### src/hw/rtl/hgrp_pkg.sv
// Shared types, constants and helpers for the hexapod gait relative-phase unit.
// No dependencies; every other file in hw/rtl depends on this package.
package hgrp_pkg;

  localparam int CORDIC_STEPS_DEF = 16;
  localparam int ATAN_ENTRIES     = 24;
  localparam int NUM_LEGS         = 6;
  localparam int XY_W             = 33;   // holds |v| * 2^14 * CORDIC gain * sqrt(2)

  // atan(2^-i) in units of 2^-32 turn
  localparam logic [31:0] ATAN_TURNS [ATAN_ENTRIES] = '{
    32'd536870912, 32'd316933406, 32'd167458907, 32'd85004756,
    32'd42667331,  32'd21354465,  32'd10679838,  32'd5340245,
    32'd2670163,   32'd1335087,   32'd667544,    32'd333772,
    32'd166886,    32'd83443,     32'd41722,     32'd20861,
    32'd10430,     32'd5215,      32'd2608,      32'd1304,
    32'd652,       32'd326,       32'd163,       32'd81
  };

  // leg k offset, round(k/6 turn) in Q0.16
  localparam logic [15:0] LEG_OFFSET [NUM_LEGS] = '{
    16'd0, 16'd10923, 16'd21845, 16'd32768, 16'd43691, 16'd54613
  };

  // quarter-cycle bias plus rounding half; even legs (odd index) get a half cycle more
  localparam logic [31:0] BIAS_ODD_LEG  = 32'h4000_8000;
  localparam logic [31:0] BIAS_EVEN_LEG = 32'hC000_8000;

  // ramp breakpoints (a < B tests) and levels, g in units of 2^-16
  localparam logic [15:0]        RAMP_B0   = 16'd5462;
  localparam logic [15:0]        RAMP_B1   = 16'd27307;
  localparam logic [15:0]        RAMP_B2   = 16'd38230;
  localparam logic [15:0]        RAMP_B3   = 16'd60075;
  localparam logic signed [19:0] G_LOW     = -20'sd98304;
  localparam logic signed [19:0] G_HIGH    = 20'sd32768;
  localparam logic signed [19:0] G_UP_OFF  = 20'sd131072;
  localparam logic signed [19:0] G_DN_OFF  = 20'sd262144;

  localparam logic [31:0] HALF_TURN = 32'h8000_0000;
  localparam logic [31:0] ROUND_Q16 = 32'h0000_8000;
  localparam logic signed [16:0] DUTY_MID = 17'sd32768;

  typedef struct packed {
    logic signed [15:0] vel_x;
    logic signed [15:0] vel_y;
    logic [15:0]        support_duty;
  } sample_t;

  typedef struct packed {
    logic [15:0] phase_leg1;
    logic [15:0] phase_leg2;
    logic [15:0] phase_leg3;
    logic [15:0] phase_leg4;
    logic [15:0] phase_leg5;
    logic [15:0] phase_leg6;
  } phases_t;

  // CORDIC working vector handed from cell to cell
  typedef struct packed {
    logic signed [XY_W-1:0] x;
    logic signed [XY_W-1:0] y;
    logic [31:0]            z;
    logic                   zero;
    logic [15:0]            duty;
  } cordic_t;

  function automatic logic signed [17:0] ramp(input logic [15:0] a);
    logic [19:0]        a6u;
    logic signed [19:0] a6;
    logic signed [19:0] g;
    a6u = ({4'b0, a} << 2) + ({4'b0, a} << 1);
    a6  = signed'(a6u);
    if (a < RAMP_B0) begin
      g = G_LOW;
    end else if (a < RAMP_B1) begin
      g = a6 - G_UP_OFF;
    end else if (a < RAMP_B2) begin
      g = G_HIGH;
    end else if (a < RAMP_B3) begin
      g = G_DN_OFF - a6;
    end else begin
      g = G_LOW;
    end
    return g[17:0];
  endfunction

endpackage

### src/hw/rtl/hgrp_phase_stage.sv
// Crab angle rounding, per-leg ramp and duty-factor scaling, three registered stages.
// Depends on hgrp_pkg (cordic_t, phases_t, ramp, leg constants).
module hgrp_phase_stage (
  input  logic              clk,
  input  logic              rst,
  input  logic              up_valid,
  output logic              up_ready,
  input  hgrp_pkg::cordic_t up_data,
  output logic              dn_valid,
  input  logic              dn_ready,
  output hgrp_pkg::phases_t dn_data
);
  import hgrp_pkg::*;

  logic               v1, v2, v3;
  logic               r1, r2, r3;
  logic [15:0]        angle_q;
  logic signed [16:0] d1_q;
  logic signed [16:0] d2_q;
  logic signed [17:0] g_q [NUM_LEGS];
  logic [15:0]        ph_q [NUM_LEGS];
  logic [31:0]        zr;
  logic [15:0]        leg_a [NUM_LEGS];
  logic signed [34:0] prod [NUM_LEGS];
  logic [31:0]        p [NUM_LEGS];

  assign r3       = !v3 || dn_ready;
  assign r2       = !v2 || r3;
  assign r1       = !v1 || r2;
  assign up_ready = r1;
  assign dn_valid = v3;

  assign zr = up_data.z + ROUND_Q16;

  always_comb begin
    for (int k = 0; k < NUM_LEGS; k++) begin
      leg_a[k] = angle_q - LEG_OFFSET[k];
      prod[k]  = g_q[k] * d2_q;
      p[k]     = prod[k][31:0] + (k[0] ? BIAS_EVEN_LEG : BIAS_ODD_LEG);
    end
  end

  always_ff @(posedge clk) begin
    if (rst) begin
      v1 <= 1'b0;
      v2 <= 1'b0;
      v3 <= 1'b0;
    end else begin
      if (r1) begin
        v1 <= up_valid;
      end
      if (r2) begin
        v2 <= v1;
      end
      if (r3) begin
        v3 <= v2;
      end
    end
  end

  always_ff @(posedge clk) begin
    if (up_valid && r1) begin
      angle_q <= up_data.zero ? 16'd0 : zr[31:16];
      d1_q    <= signed'({1'b0, up_data.duty}) - DUTY_MID;
    end
    if (v1 && r2) begin
      for (int k = 0; k < NUM_LEGS; k++) begin
        g_q[k] <= ramp(leg_a[k]);
      end
      d2_q <= d1_q;
    end
    if (v2 && r3) begin
      for (int k = 0; k < NUM_LEGS; k++) begin
        ph_q[k] <= p[k][31:16];
      end
    end
  end

  assign dn_data.phase_leg1 = ph_q[0];
  assign dn_data.phase_leg2 = ph_q[1];
  assign dn_data.phase_leg3 = ph_q[2];
  assign dn_data.phase_leg4 = ph_q[3];
  assign dn_data.phase_leg5 = ph_q[4];
  assign dn_data.phase_leg6 = ph_q[5];

endmodule

### config.mk
export PLATFORM = sky130hd
export DESIGN_NAME = hgrp_phase_stage
export DESIGN_NICKNAME = d
export VERILOG_FILES = /design/src/hw/rtl/hgrp_pkg.sv /design/src/hw/rtl/hgrp_phase_stage.sv
export SDC_FILE = /design/constraint.sdc
export NUM_CORES = 2
export LEC_CHECK = 0
export ABC_AREA = 1
export BUFFER_PORTS_ARGS = -buffer_cell sky130_fd_sc_hd__buf_2
export CAP_MARGIN = 40
export CORE_ASPECT_RATIO = 1.75
export CORE_MARGIN = 4
export CORE_UTILIZATION = 60
export CTS_CLUSTER_DIAMETER = 40
export DETAILED_ROUTE_END_ITERATION = 8
export HOLD_SLACK_MARGIN = 0.15
export MAX_ROUTING_LAYER = met4
export PLACE_DENSITY = 0.83
export SYNTH_ARGS = -nofsm -noshare
export SYNTH_HDL_FRONTEND = slang
export SYNTH_SLANG_ARGS = --single-unit
### constraint.sdc
create_clock -name clk -period 9.4 [get_ports clk]
set_input_delay 1.41 -clock clk [delete_from_list [all_inputs] [get_ports clk]]
set_output_delay 1.41 -clock clk [all_outputs]
set_load 0.005 [all_outputs]
==> reports/results.ini <==
[place]
io_buffers=135
gp_congestion=0.968
dp_cells=11329
dpl.hpwl_um=168000
placed_area_um2=81100
post-place-ws_ns=2.11

[synthesis]
postSynthCellCount=9858
yosys-top-cells-area=fa_1 (42%), inv_1 (14%), nand2_1 (11%), edfxtp_1 (9.3%), ha_1 (9.1%)
syn_avg_cell_area_um2=8.04
synthFlopType=edfxtp_1
async_flop_share_pct=0
seq_area_frac_synth_pct=9.39
ys_ff_latch=249
ys_types=66
synth_top_cell_area_share_pct=42.2
ys_warn_count=0
synth-edff-count=246
synth_area_um2=79300
synth_top_area_cell=fa_1
synth_nets=12222

[route]
vias_per_cell=5.52
first_pass_iters=7
wire_per_inst_um=18.6
drc=0
drtAntennaViolNets=0
highest_layer=met4
dr_wl_met2_um=112000
vias=63003
drt_iter0_drc=4284
routed_wl_um=212000
met3_length_um=15700
wl_met1_um=66000

[clocking]
cts_hold_buffers=0
clock_path_buffers=3
cts_tree=done
htree_levels=2
cts-buffers-inserted=41
post_cts_resized=0
cts_num_sinks=249
postCtsSetupRepairBufs=0
clk_pin_slew_worst_paths_ns=0.06
clk_latency_ns=0.64
clock-root-buffer=clkbuf_16

[timing]
finalSetupViolCount=0
final-hold-violation-count=0
maxSlewViolCount=0
rsz0062_at_grt=false
period_minus_slack_ns=7.36
tns_ns=0
fin_crit_sh_pct=78.3
maxSlewHeadroom_pct=34.9
setup_ws_ns=2.04
fmax_ghz=0.136
tightest_slew_ns=0.977
fin_skew_ns=0.0398

[global_routing]
antenna_found_initial=1
grt_max_degree=105
grt.total_usage_pct=32.7
first_global_vias=70553
grt_overflow=0
grt_pass1_wl_um=345000

[min_path]
hp-class=register to register

[worst_setup_path]
worstPathArrival_ns=7.76
critPathLaunchType=register
worstSetupPathType=register to register
worst_setup_path_end_kind=register
required_ns=9.80
critPathMaxFanout=32

[floorplanning]
dieHeight_um=489
core_region_area_um2=131000
floorplan.initialDensity_pct=60.3
die-area_um2=138000
fp-row-count=176
die_w_um=283
io_pins=217

[layout]
drive_gt1_share_pct=4.33
fin_nets=12047
design_area_um2=82700
syn2layout_area_growth_pct=4.26
instances_no_fill=11407

[run_status]
outcome=finished clean

[run]
cap_violations=0

critical path, cell delays in order, from the launching register on:
cell      delay, ns
edfxtp_1       0.57
buf_4          0.57
buf_4          0.43
nand2_1        0.23
fa_1           0.60
inv_1          0.07
fa_1           0.78
inv_1          0.12
fa_1           0.50
fa_1           0.55
inv_1          0.05
fa_1           0.50
fa_1           0.43
ha_1           0.34
nand2_1        0.13
nor3_1         0.45
nand4_1        0.18
o221ai_1       0.40
inv_1          0.08
nand2_1        0.08
nand2_1        0.04
logic make-up after synthesis:
logic type	after synthesis	share of synthesized area [%]
simple gates	3133	16.0
xor+xnor	267	3.08
buf+inv	3358	16.0
flops	249	9.39
fa+ha+maj	2245	51.3
compound gates	606	4.24
cells in the mapped netlist (3+ instances only):
master and instances:
a211oi_1 4, a21boi_0 6, a21o_1 16, a21oi_1 319
a21oi_2 16, a221oi_1 3, a31oi_1 9, buf_1 31
buf_2 12, buf_4 9, buf_6 5, clkbuf_1 346
clkbuf_2 6, dfxtp_1 3, edfxtp_1 246, fa_1 1671
ha_1 574, inv_1 2933, inv_2 14, nand2_1 2399
nand2_2 24, nand2_4 3, nand3_1 169, nand3_2 11
nand3b_1 14, nand4_1 58, nor2_1 333, nor2_2 16
nor2_4 7, nor3_1 43, nor3_2 6, nor4_1 4
o211ai_1 6, o21a_1 18, o21ai_0 169, o21ai_1 8
o21bai_1 16, or2_2 35, xnor2_1 98, xnor2_2 3
xor2_1 157, xor2_2 8
layer usage:
| metal | track usage (%) | vias up |
|---|---|---|
| met1 | 33.0 | 30821 |
| li1 | - | 27801 |
| met3 | 4.37 | 1305 |
| met5 | - | - |
| met2 | 58.3 | 3076 |
| met4 | 22.4 | 0 |
placed cells by master (no fill, tap or decap), drive strengths merged, types with 15 or more instances in the layout:
cell,count
inv,2959
nand2,2426
fa,1671
ha,574
nor2,356
a21oi,335
edfxtp,246
buf,190
nand3,181
o21ai,179
xor2,166
xnor2,101
nand4,60
nor3,49
clkbuf,44
or2,37
o21a,18
o21bai,17
a21o,16
nand3b,15
state kept, by name, summed over array words and instances (netlist names):
| signal | cells |
|---|---|
| dn_valid | 1 |
| v2 | 1 |
| ph_q | 96 |
| v1 | 1 |
| d2_q | 16 |
| d1_q | 16 |
| g_q | 102 |
| angle_q | 16 |
through the flow:
step / hold slack, ns / utilization (%)
after floorplan: 0.400 / -
after global placement: 0.403 / 61.6
after detailed placement: 0.405 / 61.7
final: 0.417 / 62.9
after global routing: 0.427 / 62.9
after CTS: 0.419 / 62.8
cell type report:
| type | instances | area (um2) |
|---|---|---|
| clock inverters | 32 | 459 |
| well taps | 1691 | 2120 |
| fillers | 10693 | 48800 |
| repair buffers | 191 | 1360 |
| clock buffers | 43 | 1050 |
| inverters | 2949 | 11100 |
| diodes | 1 | 2.50 |
| flip-flops and latches | 249 | 7450 |
| multi-input cells | 6251 | 59100 |
worst paths after layout:
check | from | end | cells past startpoint | slack (ns)
worst max-delay path | d2_q[5]$_DFFE_PP_ | ph_q[1][15]$_DFFE_PP_ | 20 | 2.04
worst max register to register | d2_q[5]$_DFFE_PP_ | ph_q[1][15]$_DFFE_PP_ | 20 | 2.04
worst min register to register | d1_q[12]$_DFFE_PP_ | d2_q[12]$_DFFE_PP_ | 0 | 0.42
worst min-delay path | d1_q[12]$_DFFE_PP_ | d2_q[12]$_DFFE_PP_ | 0 | 0.42
Power is not shown: default switching activity piles up to over one toggle a cycle in this logic, so the estimate is an artifact.
