### src/hw/rtl/hgrp_pkg.sv
// Shared types, constants and helpers for the hexapod gait relative-phase unit.
// No dependencies; every other file in hw/rtl depends on this package.
package hgrp_pkg;

  localparam int CORDIC_STEPS_DEF = 16;
  localparam int ATAN_ENTRIES     = 24;
  localparam int NUM_LEGS         = 6;
  localparam int XY_W             = 33;   // holds |v| * 2^14 * CORDIC gain * sqrt(2)

  // atan(2^-i) in units of 2^-32 turn
  localparam logic [31:0] ATAN_TURNS [ATAN_ENTRIES] = '{
    32'd536870912, 32'd316933406, 32'd167458907, 32'd85004756,
    32'd42667331,  32'd21354465,  32'd10679838,  32'd5340245,
    32'd2670163,   32'd1335087,   32'd667544,    32'd333772,
    32'd166886,    32'd83443,     32'd41722,     32'd20861,
    32'd10430,     32'd5215,      32'd2608,      32'd1304,
    32'd652,       32'd326,       32'd163,       32'd81
  };

  // leg k offset, round(k/6 turn) in Q0.16
  localparam logic [15:0] LEG_OFFSET [NUM_LEGS] = '{
    16'd0, 16'd10923, 16'd21845, 16'd32768, 16'd43691, 16'd54613
  };

  // quarter-cycle bias plus rounding half; even legs (odd index) get a half cycle more
  localparam logic [31:0] BIAS_ODD_LEG  = 32'h4000_8000;
  localparam logic [31:0] BIAS_EVEN_LEG = 32'hC000_8000;

  // ramp breakpoints (a < B tests) and levels, g in units of 2^-16
  localparam logic [15:0]        RAMP_B0   = 16'd5462;
  localparam logic [15:0]        RAMP_B1   = 16'd27307;
  localparam logic [15:0]        RAMP_B2   = 16'd38230;
  localparam logic [15:0]        RAMP_B3   = 16'd60075;
  localparam logic signed [19:0] G_LOW     = -20'sd98304;
  localparam logic signed [19:0] G_HIGH    = 20'sd32768;
  localparam logic signed [19:0] G_UP_OFF  = 20'sd131072;
  localparam logic signed [19:0] G_DN_OFF  = 20'sd262144;

  localparam logic [31:0] HALF_TURN = 32'h8000_0000;
  localparam logic [31:0] ROUND_Q16 = 32'h0000_8000;
  localparam logic signed [16:0] DUTY_MID = 17'sd32768;

  typedef struct packed {
    logic signed [15:0] vel_x;
    logic signed [15:0] vel_y;
    logic [15:0]        support_duty;
  } sample_t;

  typedef struct packed {
    logic [15:0] phase_leg1;
    logic [15:0] phase_leg2;
    logic [15:0] phase_leg3;
    logic [15:0] phase_leg4;
    logic [15:0] phase_leg5;
    logic [15:0] phase_leg6;
  } phases_t;

  // CORDIC working vector handed from cell to cell
  typedef struct packed {
    logic signed [XY_W-1:0] x;
    logic signed [XY_W-1:0] y;
    logic [31:0]            z;
    logic                   zero;
    logic [15:0]            duty;
  } cordic_t;

  function automatic logic signed [17:0] ramp(input logic [15:0] a);
    logic [19:0]        a6u;
    logic signed [19:0] a6;
    logic signed [19:0] g;
    a6u = ({4'b0, a} << 2) + ({4'b0, a} << 1);
    a6  = signed'(a6u);
    if (a < RAMP_B0) begin
      g = G_LOW;
    end else if (a < RAMP_B1) begin
      g = a6 - G_UP_OFF;
    end else if (a < RAMP_B2) begin
      g = G_HIGH;
    end else if (a < RAMP_B3) begin
      g = G_DN_OFF - a6;
    end else begin
      g = G_LOW;
    end
    return g[17:0];
  endfunction

endpackage

### src/hw/rtl/hgrp_cordic_cell.sv
// One vectoring CORDIC micro-rotation with its own pipeline register.
// Depends on hgrp_pkg (cordic_t, ATAN_TURNS).
module hgrp_cordic_cell #(
  parameter int SHIFT = 0
) (
  input  logic              clk,
  input  logic              rst,
  input  logic              up_valid,
  output logic              up_ready,
  input  hgrp_pkg::cordic_t up_data,
  output logic              dn_valid,
  input  logic              dn_ready,
  output hgrp_pkg::cordic_t dn_data
);
  import hgrp_pkg::*;

  logic                   vld;
  cordic_t                vec;
  cordic_t                rot;
  logic signed [XY_W-1:0] xs;
  logic signed [XY_W-1:0] ys;

  assign up_ready = !vld || dn_ready;
  assign dn_valid = vld;
  assign dn_data  = vec;

  always_comb begin
    xs  = up_data.x >>> SHIFT;
    ys  = up_data.y >>> SHIFT;
    rot = up_data;
    if (up_data.y > 0) begin
      rot.x = up_data.x + ys;
      rot.y = up_data.y - xs;
      rot.z = up_data.z + ATAN_TURNS[SHIFT];
    end else begin
      rot.x = up_data.x - ys;
      rot.y = up_data.y + xs;
      rot.z = up_data.z - ATAN_TURNS[SHIFT];
    end
  end

  always_ff @(posedge clk) begin
    if (rst) begin
      vld <= 1'b0;
    end else if (up_ready) begin
      vld <= up_valid;
    end
  end

  always_ff @(posedge clk) begin
    if (up_valid && up_ready) begin
      vec <= rot;
    end
  end

endmodule

### config.mk
export PLATFORM = sky130hd
export DESIGN_NAME = hgrp_cordic_cell
export DESIGN_NICKNAME = d
export VERILOG_FILES = /design/src/hw/rtl/hgrp_pkg.sv /design/src/hw/rtl/hgrp_cordic_cell.sv
export SDC_FILE = /design/constraint.sdc
export NUM_CORES = 1
export LEC_CHECK = 0
export BUFFER_PORTS_ARGS = -buffer_cell sky130_fd_sc_hd__buf_2
export CORE_UTILIZATION = 59
export DETAILED_ROUTE_END_ITERATION = 6
export GPL_TIMING_DRIVEN = 0
export PLACE_DENSITY = 0.91
export SYNTH_ARGS = -nofsm -noshare
export SYNTH_HDL_FRONTEND = slang
export SYNTH_SLANG_ARGS = --single-unit
### constraint.sdc
create_clock -name clk -period 10.2 [get_ports clk]
set_clock_uncertainty 0.1 [all_clocks]
set_input_delay 1.53 -clock clk [delete_from_list [all_inputs] [get_ports clk]]
set_output_delay 1.53 -clock clk [all_outputs]
set_load 0.02 [all_outputs]
==> results.md, run 1 <==
- The flow ran to the end, and the final reports show no timing, DRC or antenna violations.
- After clock tree synthesis, the clock-pin slew on the worst setup and hold paths is 0.06 ns.
- The number of nets in the synthesized netlist is 1223.
- The net count of the finished layout is 1478.
- The buffer levels on the longest clock path is 2.
- The initial standard-cell utilization of the core is 61.0%.
- The total congestion overflow is 0.
- The worst-skew pair later-pin latency is 0.42 ns.
- Summing every instance area after synthesis gives 9380 um2.
- The mean cell area of the mapped netlist is 9.43 um2.
- In this run the worst path has a maximum fanout of 9.
- The iteration count of the initial detailed-routing pass is 6.
- The path class of the tightest hold or removal check is flop to flop.
- TritonCTS built the clock tree.
- The type of element launching the critical path is an input port.
- In this run the core area contains 45 standard-cell rows.
- The final-layout setup total negative slack is 0 ns.
- The count of endpoints failing hold in the final timing report is 0.
- In the post-synthesis netlist, the biggest area contributors are edfxtp_1 (36%), ha_1 (14%), xnor2_1 (6.1%).
- The via-per-instance ratio is 6.37.
- The wire length of the first global-routing pass is 49700 um.
- The final route contains 9400 vias.
- By instance count, the leading cell after synthesis is edfxtp_1.
- The die span in x is 128 um.
- The most instantiated flip-flop cell in the synthesis netlist is edfxtp_1.
- The critical path is of the input port to flop type.
- The shortest period the worst path allows is 5.06 ns.
- After synthesis, the most frequently instantiated cells are edfxtp_1 (114), a21oi_1 (111), ha_1 (105).
- The largest family of logic cells by synthesized area is compound AO/OA/AOI/OAI gates.
- The weighted congestion at the end of routability-driven global placement is 1.02.
- The area growth from synthesis to layout is 21.9%.
- Data on the critical path arrives at its endpoint at 5.12 ns.
- The total of flip-flops plus latches after synthesis is 115.
- Of the total synthesized cell area, the portion taken by XOR and XNOR cells is 6.26%.
- The compound-gate portion of the synthesized area is 22.1%.
- The detail route stage leaves a number of antenna-violating nets equal to 0.
- Entering global routing, the biggest net connects 61 pins.
- The portion of synthesized area spent on multiplexers is 1.71%.
- VDD sags by at most 0.103 mV.
- The worst path uses 49.6% of the clock period.
- Hold repair after CTS inserted 0 buffers.
- Dividing the detail-routed wire length by the instance count gives 23.1 um.
- The simple-gate portion of the synthesized area is 12.1%.
- Setup repair after global routing left no endpoint under its margin.
- During I/O placement, the number of pins put on the boundary was 236.
- The total of warnings raised by yosys is 0.
- The area of the multi-input gates is 5350 um2.
- Synthesis produced a netlist whose cell count is 995.
- The power density relative to cell area is 156 nW/um2.
- The total non-filler cell area in the finished layout is 11400 um2.
- The count of port buffers added during placement is 235.
- The height of the die is 128 um.
- At the pin with the least slew margin, the transition time is 1.08 ns.
- CTS built an H-tree with a depth of 4.
- The fraction of synthesis flops using an asynchronous set or reset pin is 0%.
- The required time at the endpoint of the critical path is 10.26 ns.
- The number of enable-type register cells in the synthesized netlist is 114.
- The number of resized instances in the post-cts repair step is 0.
- The number of filler cells placed in the layout is 1146.
- The number of setup violations in the final report is 0.
- In this run the biggest area consumer among cell types represents 36.5% of the synthesized area.
- Registers take 3440 um2.
- The detailed router's first-iteration violation count is 1307.
- The clock tree root buffer cell is clkbuf_16.
- The standby leakage power is 5.11 nW.
- The number of setup buffers added after CTS is 0.
- TritonCTS created 17 clock buffers.
- Cells fill 74.4% of the core in the end.
- For this run, design rule violations remaining after detail routing come to 0.
- The clock drives 115 sinks.
- The overall routed net length is 34000 um.
- The cell type with the highest aggregate area in the netlist is edfxtp_1.
- The number of antenna violations at the first check in global routing is 1.
- The die area is 16400 um2.
- The share of the Yosys chip area taken by registers is 36.7%.
- The share of synthesized cell area in full adder, half adder and majority cells is 14.9%.
- The fraction of final layout cells with drive strength greater than 1 is 24.9%.
- The number of global-route vias before repair is 8580.
- Global routing used 41.2% of the available tracks.
- The standard cell core area is 15400 um2.
- The number of maximum-capacitance violations is 0.
- Once detailed placement completed, the half-perimeter wirelength came to 25500 um.
- The upper clock frequency limit is 198 MHz.
- The type of element capturing the critical path is a flop.
- The netlist uses 75 different library cells.
- The final max-slew violation count is 0.
- The total cell area at the placement stage is 10800 um2.
- Measured against its own limit, the worst slew margin works out to 28.2%.
-- metrics by stage --
step	power (mW)	std cells	hold WS (ns)	worst slack (ns)
3_3_place_gp	1.16	1441	0.384	4.40
2_1_floorplan	0.978	995	0.629	5.16
6_report	1.79	1475	0.436	5.14
5_1_grt	1.84	1474	0.457	5.17
3_5_place_dp	1.17	1442	0.428	5.00
4_1_cts	1.76	1474	0.435	5.43
-- placed cells by master, fill, tap and decap left out, types with 13 or more instances in the layout --
cell,instances
buf_2,242
edfxtp_1,114
a21oi_1,111
ha_1,105
inv_1,90
nor2_1,79
xnor2_1,65
o21ai_0,50
nand2_1,40
a21o_1,24
clkbuf_1,23
nor3_1,20
clkbuf_16,17
mux2i_1,16
nor4_1,15
o21bai_1,13
-- critical path, stage by stage --
cell and delay (ns):
buf_2 0.16, inv_1 0.06, ha_1 0.30, buf_6 0.15, nor2b_1 0.22, o211ai_1 0.24, a21oi_1 0.57, a32oi_1 0.36
a21oi_1 0.35, a21oi_1 0.25, o41a_1 0.39, o21ai_1 0.39, xnor2_1 0.13
-- sequential cells by signal, indices dropped and copies added, names as in the netlist --
| register | cells |
|---|---|
| dn_data | 114 |
| dn_valid | 1 |
-- power by group --
part,switching (mW),internal (mW)
logic,0.382,0.198
clock network,0.240,0.361
registers,0.0160,0.590
-- cells by family (layout without fill, tap and decap cells) --
kind of cell / Yosys count / after routing
compound gates: 315 / 315
other cells: 0 / 1
xor+xnor: 67 / 67
mux: 16 / 16
flops: 115 / 115
fa+ha+maj: 109 / 109
buf+inv: 142 / 410
simple gates: 231 / 231
-- final cells by class --
cell class / count / share of cell area, %
repair buffers: 236 / 10.5
plain buffers: 42 / 1.85
inverters: 100 / 3.28
well taps: 211 / 2.31
multi-input cells: 738 / 46.8
clock inverters: 15 / 1.38
diodes: 1 / 0.0219
clock buffers: 17 / 3.72
flip-flops and latches: 115 / 30.1
-- path summary, 6_finish.rpt --
check	end	from	depth (start not counted)	slack (ns)
setup / recovery	dn_data[81]$_DFFE_PP_	up_data[51]	13	5.14
hold / removal	dn_valid$_SDFFE_PP0N_	dn_valid$_SDFFE_PP0N_	2	0.44
setup reg to reg	dn_data[93]$_DFFE_PP_	dn_valid$_SDFFE_PP0N_	3	8.25
hold reg to reg	dn_valid$_SDFFE_PP0N_	dn_valid$_SDFFE_PP0N_	2	0.44
-- per-layer routing --
| metal | GRT usage, % | wire [um] | part of all wire (%) | vias to the layer above |
|---|---|---|---|---|
| met2 | 62.9 | 14900 | 44 | 786 |
| met5 | 0 | 0 | 0 | - |
| li1 | - | - | - | 4116 |
| met3 | 13.2 | 4420 | 13 | 148 |
| met4 | 19.7 | 1670 | 4.9 | 0 |
| met1 | 52.8 | 13000 | 38 | 4350 |
Power figures use the tool's default switching activity.
==> run 2: changes to the inputs <==
CORE_UTILIZATION = 50   (was 59)
PLACE_DENSITY = 0.83   (was 0.91)
clock period = 4.05 ns   (was 10.2 ns; I/O delays follow)
==> run 2 against run 1 <==
The run now ends with DRC left; combinational power increased by 150%; sequential share of layout area barely moved; die area grew 18%; setup slack worse by 4.9 ns; total power rose by 150%; wire length fell by 6.1%; non-clock buffer count is 1 lower; sequential power rose to 2.5 times the previous value; first-iteration DRC count decreased by 42%; critical path depth is the same; clock-buffer cell count is the same; critical endpoint is now dn_data[112]$_DFFE_PP_; largest cell class unchanged.
==> results.md, run 2 (synthesis results as in run 1) <==
- The classification of the worst setup path is input port to flop.
- The number of setup violations in the final report was 0 (unchanged).
- The worst setup path startpoint is up_data[66].
- The upper clock frequency limit is 264 MHz.
- The area of the multi-input gates was 5350 um2 (unchanged).
- The die area is 19300 um2 (+18%).
- The checks that failed: DRC.
- In the finished design, the share of the clock period the worst path needs comes to 93.5%.
- The min-delay analysis places its worst path in the category input port to flop.
- The net switching component of the power is 1.56 mW (+140%).
- The total congestion overflow is 0 (unchanged).
- The via-per-instance ratio is 5.96 (-6.4%).
- In the layout the commonest cells are buf_2 (242), edfxtp_1 (114), a21oi_1 (111), ha_1 (105), inv_1 (90).
- The standby leakage power is 5.09 nW (-0.38%).
- The number of maximum-capacitance violations is 0 (unchanged).
- The relative slew slack is 22.1% (-6.1 points).
- The endpoint of the lowest-slack register-to-register path is dn_data[58]$_DFFE_PP_.
- The number of placed cells counting well taps was 1460 (+1.2%).
- The standard cell core area is 18100 um2 (+18%).
- The slew at the pin with the worst max-slew slack is 1.15 ns (+0.0762 ns).
- TritonCTS built the clock tree.
- STA classifies the critical path startpoint as an input port.
- The worst voltage drop across the vdd grid is 0.306 mV (+200%).
- The highest net fanout along the worst path is 10 (+1).
- The required time at the endpoint of the critical path is 4.11 ns (-6.15 ns).
- The number of clock sinks seen by CTS came to 115 (unchanged).
- The proportion of power drawn by the clock network is 32.8% (-0.8 points).
- The antenna diode instance count is 0 (-1).
- The die span in x came to 139 um (+8.5%).
- The initial standard-cell utilization of the core was 51.7% (-9.3 points).
- The worst hold path begins at rst.
- On the critical path, the stage with the largest delay is an instance of o41ai_1.
- The part of the power in registers is 34.6% (+0.7 points).
- The power density relative to cell area was 384 nW/um2 (+150%).
- The number of standard cells in the final layout excluding fillers is 1491 (+1.1%).
- The overall routed net length came to 31900 um (-6.1%).
- The internal reg-to-reg setup slack came to 2.18 ns (-6.07 ns).
- The total non-filler cell area in the finished layout is 11400 um2 (about the same).
- The count of port buffers added during placement is 235 (unchanged).
- The routed length per placed instance came to 21.4 um (-7.1%).
- The global-route total usage across every layer was 32.8% (-8.3 points).
- The final max-slew violation count is 0 (unchanged).
- The count of antenna-violating nets left after detailed routing is 0 (unchanged).
- The startpoint identified for the worst register-to-register timing path is dn_valid$_SDFFE_PP0N_.
- The row count is 49 (+8.9%).
- The number of antenna violations at the first check in global routing is 1 (unchanged).
- The placed wire-length estimate is 25100 um (-1.6%).
- The total clock buffers created by CTS is 17 (unchanged).
- The number of flip-flops in the largest register came to 114 (unchanged).
- The worst-case reg-to-reg path depth was 3 (unchanged).
- The wire length of the first global-routing pass is 48200 um (-3.0%).
- The total number of H-tree levels is 4 (unchanged).
- The highest cell delay on the worst timing path came to 0.66 ns (+0.09 ns).
- The height of the die is 139 um (+8.5%).
- The total cell area at the placement stage came to 10900 um2 (+0.21%).
- The I/O pin count was 236 (unchanged).
- The synthesis-to-layout area growth is 21.8% (about the same).
- The detailed router's first-iteration violation count came to 757 (-42%).
- The clock transition at the registers of the reported paths is 0.06 ns (about the same).
- The weighted congestion at the end of routability-driven global placement is 0.972 (-4.6%).
- The root buffer cell chosen for the clock tree is clkbuf_16.
- The count of endpoints failing hold in the final timing report is 0 (unchanged).
- The sequential cell area in the final layout is 3440 um2 (unchanged).
- The end point of the critical path is dn_data[112]$_DFFE_PP_.
- The number of filler cells placed in the layout is 1606 (+40%).
- The fraction of power consumed by combinational cells was 32.6% (about the same).
- The number of nets at the end of the flow is 1477 (-0.068%).
- Setup repair after global routing left no endpoint under its margin.
- Traced cell by cell, the critical path runs through buf_2 -> inv_1 -> ha_1 -> buf_1 -> a21oi_1 -> o21ai_0 -> a211oi_1 -> a211o_1 -> a21oi_1 -> o41ai_1 -> o211ai_1 -> o21ai_0 -> xnor2_1.
- The number of global-route vias before repair is 8398 (-2.1%).
- The shortest period the worst path allows is 3.79 ns.
- The flow ran to the end, but the final reports show violations.
- The number of DRC violations after detailed routing is 26 (+26).
- The fraction of final layout cells with drive strength greater than 1 was 24.9% (about the same).
- The net switching fraction of the power is 35.6% (-0.12 points).
- The critical path data arrival time was 3.85 ns (-1.27 ns).
- The worst-skew pair later-pin latency was 0.42 ns (about the same).
- The via count is 8892 (-5.4%).
- The most common cell after layout, fill and taps aside is buf_2.
- The number of resized instances in the post-cts repair step is 0 (unchanged).
- The worst setup path is captured at a flop.
- The cell-internal power is 2.83 mW (+150%).
- The maximum number of pins on one net before global-route repair came to 67 (+9.8%).
- The iteration count of the initial detailed-routing pass came to 7 (+1).
- The buffer levels on the longest clock path was 2 (unchanged).
## run 2: cell types whose count changed in the layout (fill, tap and decap cells not counted)
| cell | previous run | this run |
|---|---|---|
| diode_2 | 1 | 0 |
| bufinv_16 | 2 | 1 |
| clkinvlp_4 | 3 | 5 |
| clkbuf_1 | 23 | 22 |
| inv_6 | 4 | 3 |
## run 2: stage by stage
stage	utilization (%)	setup slack (ns)	setup TNS (ns)	hold WS [ns]	total power, mW
floorplan	-	0.862	0	0.577	2.46
global placement	59.7	-0.190	-0.431	0.385	2.92
detailed placement	59.9	-0.256	-0.574	0.407	2.94
CTS	63.0	0.130	0	0.221	4.39
global route	63.0	0.180	0	0.246	4.56
finish	63.0	0.263	0	0.233	4.39
## run 2: how the worst min path moves through the flow
| stage | endpoint | slack, ns | depth (start not counted) |
|---|---|---|---|
| after detailed placement | dn_valid$_SDFFE_PP0N_ | 0.41 | 2 |
| after global routing | dn_data[10]$_DFFE_PP_ | 0.25 | 1 |
| after CTS | dn_valid$_SDFFE_PP0N_ | 0.22 | 2 |
| after floorplan | dn_valid$_SDFFE_PP0N_ | 0.58 | 1 |
| final | dn_valid$_SDFFE_PP0N_ | 0.23 | 2 |
| after global placement | dn_valid$_SDFFE_PP0N_ | 0.39 | 2 |
## run 2: final cells by class
type / count / area share (%)
Buffer: 41 / 1.82
Clock buffer: 17 / 3.72
Clock inverter: 15 / 1.17
Inverter: 100 / 3.28
Multi-Input combinational cell: 738 / 46.8
Sequential cell: 115 / 30.1
Tap cell: 229 / 2.51
Timing Repair Buffer: 236 / 10.5
## run 2: per-layer routing
layer  vias to the layer above  part of all wire (%)  GRT usage [%]
met2                       516                    45           52.7
li1                       4107                     -              -
met3                        79                   9.2           6.73
met4                         2                   3.5           12.9
met1                      4188                    42           43.5
met5                         -                 0.041              0
## run 2: power by group through the flow
stage / registers, mW / clock network (mW) / logic, mW
after floorplan: 1.70 / 0 / 0.754
after global placement: 1.54 / 0 / 1.38
after detailed placement: 1.54 / 0 / 1.40
after CTS: 1.52 / 1.46 / 1.40
after global routing: 1.53 / 1.51 / 1.53
final: 1.52 / 1.44 / 1.43
## run 2: repair_timing
action	CTS	global route
endpoints found under the setup margin	0	1
setup buffers	0	0
hold buffers	0	0
## run 2: critical path: cells and delay by family
family,cells,cell delay (ns)
AOI/OAI and AO/OA,8,2.32
xor gates and xnor gates,1,0.11
adders and majority gates,1,0.37
buffers and inverters,3,0.43
